<file path="config.mk">
export PLATFORM = sky130hd
export DESIGN_NAME = button_gesture_classifier_core
export DESIGN_NICKNAME = d
export VERILOG_FILES = /design/src/sv/bgc_pkg.sv /design/src/sv/bgc_fsm.sv /design/src/sv/bgc_out_fifo.sv /design/src/sv/button_gesture_classifier_core.sv
export SDC_FILE = /design/constraint.sdc
export NUM_CORES = 1
export LEC_CHECK = 0
export ABC_AREA = 0
export BUFFER_PORTS_ARGS = -buffer_cell sky130_fd_sc_hd__buf_2
export CORE_ASPECT_RATIO = 0.8
export CORE_MARGIN = 5
export CORE_UTILIZATION = 30
export CTS_BUF_LIST = sky130_fd_sc_hd__clkbuf_4 sky130_fd_sc_hd__clkbuf_8
export CTS_CLUSTER_DIAMETER = 80
export DETAILED_ROUTE_END_ITERATION = 7
export PLACE_DENSITY = 0.54
export SLEW_MARGIN = 15
export SYNTH_ARGS = -nofsm -noshare
export SYNTH_HDL_FRONTEND = slang
export SYNTH_SLANG_ARGS = --single-unit
export TNS_END_PERCENT = 10
</file>
<file path="constraint.sdc">
create_clock -name clk -period 7.96 [get_ports clk]
set_input_delay 0.796 -clock clk [delete_from_list [all_inputs] [get_ports clk]]
set_output_delay 0.796 -clock clk [all_outputs]
set_load 0.01 [all_outputs]
</file>
<file path="src/sv/bgc_pkg.sv">
// ----------------------------------------------------------------------------
// Button gesture classifier package
// Shared types and constants for the gesture classifier core.
// ----------------------------------------------------------------------------
package bgc_pkg;

  localparam int TIMER_WIDTH_DEF = 16;

  localparam int CFG_WIDTH   = 16;
  localparam int DEB_WIDTH   = 8;
  localparam int GEST_WIDTH  = 2;
  localparam int IDX_WIDTH   = 2;
  localparam int TDATA_WIDTH = 8;

  // Register indexes of the configuration port.
  localparam logic [IDX_WIDTH-1:0] REG_HOLD     = 2'd0;
  localparam logic [IDX_WIDTH-1:0] REG_WINDOW   = 2'd1;
  localparam logic [IDX_WIDTH-1:0] REG_DEBOUNCE = 2'd2;
  localparam logic [IDX_WIDTH-1:0] REG_LOCKOUT  = 2'd3;

  localparam logic [CFG_WIDTH-1:0] HOLD_RESET     = 16'd300;
  localparam logic [CFG_WIDTH-1:0] WINDOW_RESET   = 16'd150;
  localparam logic [DEB_WIDTH-1:0] DEBOUNCE_RESET = 8'd5;
  localparam logic [CFG_WIDTH-1:0] LOCKOUT_RESET  = 16'd500;

  // Gesture codes.
  localparam logic [GEST_WIDTH-1:0] G_SINGLE = 2'd0;
  localparam logic [GEST_WIDTH-1:0] G_DOUBLE = 2'd1;
  localparam logic [GEST_WIDTH-1:0] G_HOLD   = 2'd2;

  typedef struct packed {
    logic [CFG_WIDTH-1:0] hold_ticks;
    logic [CFG_WIDTH-1:0] double_window_ticks;
    logic [DEB_WIDTH-1:0] debounce_ticks;
    logic [CFG_WIDTH-1:0] lockout_ticks;
  } cfg_t;

  typedef struct packed {
    logic                  valid;
    logic [GEST_WIDTH-1:0] gesture;
  } result_t;

endpackage

</file>
<file path="src/sv/bgc_fsm.sv">
// ----------------------------------------------------------------------------
// Gesture state machine
// Debounce, hold, double-tap window and lockout tracking, one sample a step.
// ----------------------------------------------------------------------------
module bgc_fsm #(
  parameter int TIMER_WIDTH = bgc_pkg::TIMER_WIDTH_DEF
) (
  input  logic              clk,
  input  logic              rst,
  input  bgc_pkg::cfg_t     cfg,
  input  logic              step,
  input  logic              level,
  output bgc_pkg::result_t  result
);

  localparam logic [2:0] M_IDLE         = 3'd0;
  localparam logic [2:0] M_PRESSED      = 3'd1;
  localparam logic [2:0] M_WINDOW       = 3'd2;
  localparam logic [2:0] M_LOCK_HOLD    = 3'd3;
  localparam logic [2:0] M_LOCK_DOUBLE  = 3'd4;
  localparam logic [2:0] M_WAIT_RELEASE = 3'd5;

  localparam int CW = (TIMER_WIDTH > bgc_pkg::CFG_WIDTH) ? TIMER_WIDTH : bgc_pkg::CFG_WIDTH;
  localparam logic [TIMER_WIDTH-1:0] TIMER_MAX = {TIMER_WIDTH{1'b1}};
  localparam logic [bgc_pkg::DEB_WIDTH-1:0] COUNT_MAX = {bgc_pkg::DEB_WIDTH{1'b1}};

  logic [2:0]                      mode;
  logic [2:0]                      mode_next;
  logic [TIMER_WIDTH-1:0]          elapsed;
  logic [TIMER_WIDTH-1:0]          elapsed_next;
  logic [bgc_pkg::DEB_WIDTH-1:0]   stable_count;
  logic [bgc_pkg::DEB_WIDTH-1:0]   stable_count_next;

  logic [TIMER_WIDTH-1:0]          elapsed_tick;
  logic [CW-1:0]                   elapsed_wide;
  logic [CW-1:0]                   hold_wide;
  logic [CW-1:0]                   window_wide;
  logic [CW-1:0]                   lockout_wide;
  logic [bgc_pkg::DEB_WIDTH-1:0]   count_inc;
  logic                            press_ok;

  // The timer saturates so that a limit beyond its range is never reached.
  assign elapsed_tick = (elapsed == TIMER_MAX) ? elapsed : elapsed + 1'b1;
  assign elapsed_wide = CW'(elapsed_tick);
  assign hold_wide    = CW'(cfg.hold_ticks);
  assign window_wide  = CW'(cfg.double_window_ticks);
  assign lockout_wide = CW'(cfg.lockout_ticks);

  assign count_inc = (stable_count == COUNT_MAX) ? stable_count : stable_count + 1'b1;
  assign press_ok  = level && (count_inc >= cfg.debounce_ticks);

  always_comb begin
    mode_next         = mode;
    elapsed_next      = elapsed;
    stable_count_next = stable_count;
    result.valid      = 1'b0;
    result.gesture    = bgc_pkg::G_SINGLE;
    unique case (mode)
      M_PRESSED: begin
        if (!level) begin
          mode_next         = M_WINDOW;
          elapsed_next      = '0;
          stable_count_next = '0;
        end else if (elapsed_wide > hold_wide) begin
          mode_next         = M_LOCK_HOLD;
          elapsed_next      = '0;
          stable_count_next = '0;
          result.valid      = 1'b1;
          result.gesture    = bgc_pkg::G_HOLD;
        end else begin
          elapsed_next = elapsed_tick;
        end
      end
      M_WINDOW: begin
        if (press_ok) begin
          mode_next         = M_LOCK_DOUBLE;
          elapsed_next      = '0;
          stable_count_next = '0;
          result.valid      = 1'b1;
          result.gesture    = bgc_pkg::G_DOUBLE;
        end else if (elapsed_wide >= window_wide) begin
          mode_next         = M_IDLE;
          elapsed_next      = '0;
          stable_count_next = '0;
          result.valid      = 1'b1;
          result.gesture    = bgc_pkg::G_SINGLE;
        end else begin
          elapsed_next      = elapsed_tick;
          stable_count_next = level ? count_inc : '0;
        end
      end
      M_LOCK_HOLD, M_LOCK_DOUBLE: begin
        if (elapsed_wide >= lockout_wide) begin
          mode_next         = (mode == M_LOCK_HOLD) ? M_WAIT_RELEASE : M_IDLE;
          elapsed_next      = '0;
          stable_count_next = '0;
        end else begin
          elapsed_next = elapsed_tick;
        end
      end
      M_WAIT_RELEASE: begin
        if (!level) begin
          mode_next         = M_IDLE;
          elapsed_next      = '0;
          stable_count_next = '0;
        end
      end
      default: begin
        // Idle and the unused codes behave the same.
        mode_next = M_IDLE;
        if (press_ok) begin
          mode_next         = M_PRESSED;
          elapsed_next      = '0;
          stable_count_next = '0;
        end else begin
          stable_count_next = level ? count_inc : '0;
        end
      end
    endcase
  end

  always_ff @(posedge clk) begin
    if (rst) begin
      mode         <= M_IDLE;
      elapsed      <= '0;
      stable_count <= '0;
    end else if (step) begin
      mode         <= mode_next;
      elapsed      <= elapsed_next;
      stable_count <= stable_count_next;
    end
  end

endmodule

</file>
<file path="src/sv/bgc_out_fifo.sv">
// ----------------------------------------------------------------------------
// Result buffer
// Two-entry buffer that decouples the state machine from the output stall.
// ----------------------------------------------------------------------------
module bgc_out_fifo (
  input  logic                           clk,
  input  logic                           rst,
  input  logic                           push,
  input  logic [bgc_pkg::GEST_WIDTH-1:0] push_data,
  output logic                           has_room,
  output logic                           out_valid,
  input  logic                           out_ready,
  output logic [bgc_pkg::GEST_WIDTH-1:0] out_data
);

  logic [bgc_pkg::GEST_WIDTH-1:0] mem [2];
  logic                           wr_ptr;
  logic                           rd_ptr;
  logic [1:0]                     count;
  logic                           pop;

  assign has_room  = (count != 2'd2);
  assign out_valid = (count != 2'd0);
  assign out_data  = mem[rd_ptr];
  assign pop       = out_valid && out_ready;

  always_ff @(posedge clk) begin
    if (push) begin
      mem[wr_ptr] <= push_data;
    end
  end

  always_ff @(posedge clk) begin
    if (rst) begin
      wr_ptr <= 1'b0;
      rd_ptr <= 1'b0;
      count  <= 2'd0;
    end else begin
      if (push) begin
        wr_ptr <= ~wr_ptr;
      end
      if (pop) begin
        rd_ptr <= ~rd_ptr;
      end
      unique case ({push, pop})
        2'b10:   count <= count + 2'd1;
        2'b01:   count <= count - 2'd1;
        default: count <= count;
      endcase
    end
  end

endmodule

</file>
<file path="src/sv/button_gesture_classifier_core.sv">
// ----------------------------------------------------------------------------
// Button gesture classifier core
// Classifies a sampled push-button level into single, double and hold taps.
// ----------------------------------------------------------------------------
// Path: a sample accepted into the input register drives the state update,
// which writes any gesture into the result buffer that drives m_tvalid.
// Throughput: one sample per cycle while the result buffer has a free entry;
// the two-entry result buffer absorbs output stalls.
// Reset: synchronous rst clears state to idle and restores register defaults.
module button_gesture_classifier_core #(
  parameter int TIMER_WIDTH = bgc_pkg::TIMER_WIDTH_DEF
) (
  input  logic                            clk,
  input  logic                            rst,
  input  logic                            s_tvalid,
  output logic                            s_tready,
  input  logic [bgc_pkg::TDATA_WIDTH-1:0] s_tdata,  // [0] button_level
  output logic                            m_tvalid,
  input  logic                            m_tready,
  output logic [bgc_pkg::TDATA_WIDTH-1:0] m_tdata,  // [1:0] gesture
  input  logic                            cfg_we,
  input  logic [bgc_pkg::IDX_WIDTH-1:0]   cfg_index,
  input  logic [bgc_pkg::CFG_WIDTH-1:0]   cfg_data
);

  bgc_pkg::cfg_t                  cfg;
  bgc_pkg::result_t               result;
  logic                           in_valid;
  logic                           in_level;
  logic                           has_room;
  logic                           step;
  logic [bgc_pkg::GEST_WIDTH-1:0] out_gesture;

  // The held sample moves on whenever the buffer has a free entry.
  assign step     = in_valid && has_room;
  assign s_tready = !in_valid || has_room;

  always_ff @(posedge clk) begin
    if (rst) begin
      cfg.hold_ticks          <= bgc_pkg::HOLD_RESET;
      cfg.double_window_ticks <= bgc_pkg::WINDOW_RESET;
      cfg.debounce_ticks      <= bgc_pkg::DEBOUNCE_RESET;
      cfg.lockout_ticks       <= bgc_pkg::LOCKOUT_RESET;
    end else if (cfg_we) begin
      unique case (cfg_index)
        bgc_pkg::REG_HOLD:     cfg.hold_ticks          <= cfg_data;
        bgc_pkg::REG_WINDOW:   cfg.double_window_ticks <= cfg_data;
        bgc_pkg::REG_DEBOUNCE: cfg.debounce_ticks      <= cfg_data[bgc_pkg::DEB_WIDTH-1:0];
        bgc_pkg::REG_LOCKOUT:  cfg.lockout_ticks       <= cfg_data;
        default:               cfg.hold_ticks          <= cfg.hold_ticks;
      endcase
    end
  end

  always_ff @(posedge clk) begin
    if (rst) begin
      in_valid <= 1'b0;
    end else if (s_tready) begin
      in_valid <= s_tvalid;
    end
  end

  always_ff @(posedge clk) begin
    if (s_tready && s_tvalid) begin
      in_level <= s_tdata[0];
    end
  end

  bgc_fsm #(
    .TIMER_WIDTH (TIMER_WIDTH)
  ) u_fsm (
    .clk    (clk),
    .rst    (rst),
    .cfg    (cfg),
    .step   (step),
    .level  (in_level),
    .result (result)
  );

  bgc_out_fifo u_out_fifo (
    .clk       (clk),
    .rst       (rst),
    .push      (step && result.valid),
    .push_data (result.gesture),
    .has_room  (has_room),
    .out_valid (m_tvalid),
    .out_ready (m_tready),
    .out_data  (out_gesture)
  );

  assign m_tdata = {{(bgc_pkg::TDATA_WIDTH - bgc_pkg::GEST_WIDTH){1'b0}}, out_gesture};

endmodule
</file>
==> metrics.txt <==
Post-synth EDFFs 5; Mean Syn Cell Area ~8 um^2; Top Ports between 40 and 50; dominant cell by count in the synthesized netlist nand2_1; GR Util All Layers 0.1360; setup slack after layout approximately 2.7 ns; starting density of the core 0.3047; share of layout cells above drive strength 1 0.08649; Setup crit end kind flop; Cells after Synth 730; antenna violations before repair 0; Post-synth top flop dfxtp_1; register area share after synthesis 0.3351; Post-Place Setup Slack 2.732 ns; IO buf count 27; leak pwr roughly 2.5 nW; DRC errors left 0; FF-to-FF path depth 18; Max-Cap Viols 0; Netlist cell types slightly below 60; Tot Pwr around 0.93 mW; power per cell area 148.8 nW/um^2; Worst Setup Path Type reg2reg; number of global-route vias before repair around 4500; Die ar. 22100 um^2; Synth Area in XOR/XNOR 0.03430; largest family of logic cells by synthesized area simple AND/OR/NAND/NOR gates; crit path cell chain ha_1 > and3_1 > and4_1 > nor3_1 > nand2_1 > o21a_1 > or2_2 > ha_1 > nand4_1 > nor4_1 > o21ai_0 > a31oi_1 > o31ai_1 > a21oi_1 > inv_1 > ha_1 > or3_1 > a21oi_1; largest net degree at the start of global routing 74; crit-path leading delay family simple AND/OR/NAND/NOR gates; Layout Area Growth over Synthesis 9.030%; first-pass GRT wire length 23660 um; Psw 0.2322 mW; compound-gate portion of the synthesized area 0.1975; final slew viol count 0; Worst-path clk slew 0.09 ns; mapped cell area 5764 um^2; commonest cells in the netlist nand2_1, dfxtp_1, a21oi_1; crit path capture u_out_fifo.count[1]$_SDFFE_PP0P_; CTS root buf clkbuf_8; Slew HR 0.2834; Final nets between 800 and 900; clock buffer depth 2; f_max 188.6 MHz; DR iter-0 viols 292; hold depth 2; Worst VDD drop 0.00007697 V; HP Class reg2reg; unrepaired setup endpoints after global routing no; Async S/R FF share, synth 0; Yosys top cell by area dfxtp_1; mux contribution to synthesized area 0.01324; R2R Path Start u_fsm.elapsed[0]$_SDFFE_PP0P_; Tmin final 5.302 ns; share of power burned in registers 0.525; core area approximately 19000 um^2; vias per inst a little under 5; share of the synthesized area in the top cell type 0.3091; switching portion of total power 0.2484; Hold Slack 0.4569 ns; Final Hold Viols 0; Buf/Inv on CP 1; Fill cells 2056; Post-CTS Resized 0; Routed Antenna Nets 0; DR pass1 iterations 4; ANT cells 0; gpl congestion 0.7939; TritonCTS buffer count 9; synthesized-area fraction occupied by adder cells 0.1216; CP Data Arrival Time 5.61 ns; Die X around 160 um; startpoint types flop; clock skew 0.01415 ns; global route overflow 0; WP data required 8.27 ns; Critical Path Stages 18; Post-CTS Setup Inserts 0; H-tree lvl count 3; logic gate share of total power 0.083; CTS tree yes; # hold bufs at CTS 0; Final setup viols 0; # clock sinks 94; Most common cell on crit path ha_1; routed len/inst 14.75 um; Syn. warnings 0; Rows 45; CP startpoint u_fsm.elapsed[0]$_SDFFE_PP0P_; later-pin clock latency in the skew report 0.39 ns; slowest CP cell nor4_1; synthesized-area fraction occupied by and/or/nand/nor cells 0.2175; total number of vias between 4000 and 5000; Final Cycle Share 0.6661; Die Ht 134.0 um; power share of the clock group 0.392; CP Max Fanout 12; total wire length 14720 um; R2R Setup Slk around 2.7 ns; #FFs+latches synth 94; Final Core Density 0.3322; HPWL after detailed placement 10700 um; Tightest Pin Transition 1.070 ns; ranking of synthesized cells by area dfxtp_1, ha_1, nand2_1; P_int 0.7028 mW; setup TNS 0 ns; reg-to-reg endpoint u_out_fifo.count[1]$_SDFFE_PP0P_; CP peak stage delay roughly 0.48 ns; outcome complete, no violations
==> worst min path at each step <==
stage / from / end / slack, ns
finish: cfg[24]$_SDFFE_PP0P_ / cfg[24]$_SDFFE_PP0P_ / 0.46
global route: cfg[24]$_SDFFE_PP0P_ / cfg[24]$_SDFFE_PP0P_ / 0.47
CTS: cfg[24]$_SDFFE_PP0P_ / cfg[24]$_SDFFE_PP0P_ / 0.46
detailed placement: cfg[24]$_SDFFE_PP0P_ / cfg[24]$_SDFFE_PP0P_ / 0.45
global placement: cfg[51]$_SDFFE_PP0P_ / cfg[51]$_SDFFE_PP0P_ / 0.44
floorplan: cfg[0]$_SDFFE_PP0P_ / cfg[0]$_SDFFE_PP0P_ / 0.43
==> final cells by class <==
class	count	area [um^2]	share of cell area
multi-input cells	531	3395	0.5401
repair buffers	29	150.1	0.02389
well taps	258	322.8	0.05136
clock inverters	4	70.07	0.01115
clock buffers	12	152.6	0.02429
flip-flops and latches	94	1932	0.3074
inverters	70	262.8	0.04181
==> routing by layer <==
layer / GRT usage / routed length (um) / vias to the layer above
met1: 0.1960 / 7735 / 2301
met5: 0 / 0 / -
met3: 0.03195 / 511 / 11
li1: - / - / 2536
met4: 0.03372 / 153 / 0
met2: 0.2048 / 6324 / 74
==> worst reg2reg max path, delay by kind of cell, from the launching register on <==
kind,cells,cell delay (ns)
AND/OR/NAND/NOR,8,2.42
AO/OA/AOI/OAI,6,1.33
adder cells (fa/ha/maj),3,0.95
flip-flops,1,0.46
buffers and inverters,1,0.09
==> cells in the final DEF (no fill, tap or decap), types with 4 or more instances in the layout <==
cell	n
a211oi_1	6
a21o_1	6
a21oi_1	81
and2_1	7
and3_1	7
and4_1	4
buf_2	27
clkbuf_8	10
conb_1	6
dfxtp_1	89
edfxtp_1	5
ha_1	56
inv_1	70
mux2_2	5
nand2_1	141
nand2b_1	5
nand3_1	14
nand4_1	12
nor2_1	25
nor2b_1	6
nor3_1	7
nor4_1	9
o211ai_1	29
o21a_1	8
o21ai_0	17
o22ai_1	11
or2_2	7
xnor2_1	11
xor2_1	9
==> power groups by stage <==
stage	clock network [mW]	logic, mW	registers [mW]
2_1_floorplan	0	0.0547	0.500
3_5_place_dp	0	0.0779	0.502
4_1_cts	0.380	0.0784	0.491
5_1_grt	0.398	0.0884	0.493
3_3_place_gp	0	0.0777	0.502
6_report	0.366	0.0777	0.491
==> state kept, by name, indices dropped and copies added (netlist names), named ones only <==
name and count:
u_out_fifo.wr_ptr 1, u_out_fifo.rd_ptr 1, in_valid 1, u_out_fifo.count 2, u_fsm.mode 3, in_level 1
u_out_fifo.mem 4, u_fsm.elapsed 16, cfg 56, u_fsm.stable_count 8
==> cell families after synthesis <==
group                    count (synthesis)
other                                    1
AO/OA/AOI/OAI                          181
adder cells (fa/ha/maj)                 56
multiplexers                             7
AND/OR/NAND/NOR                        260
XOR/XNOR                                21
flip-flops                              94
buffers and inverters                  110
==> metrics by stage <==
stage,instance area (um^2),instances
after global placement,6062,982
final,6285,998
after detailed placement,6062,982
after CTS,6285,998
after global routing,6285,998
after floorplan,5783,735
Note: power is estimated with default switching activity, not from simulation.
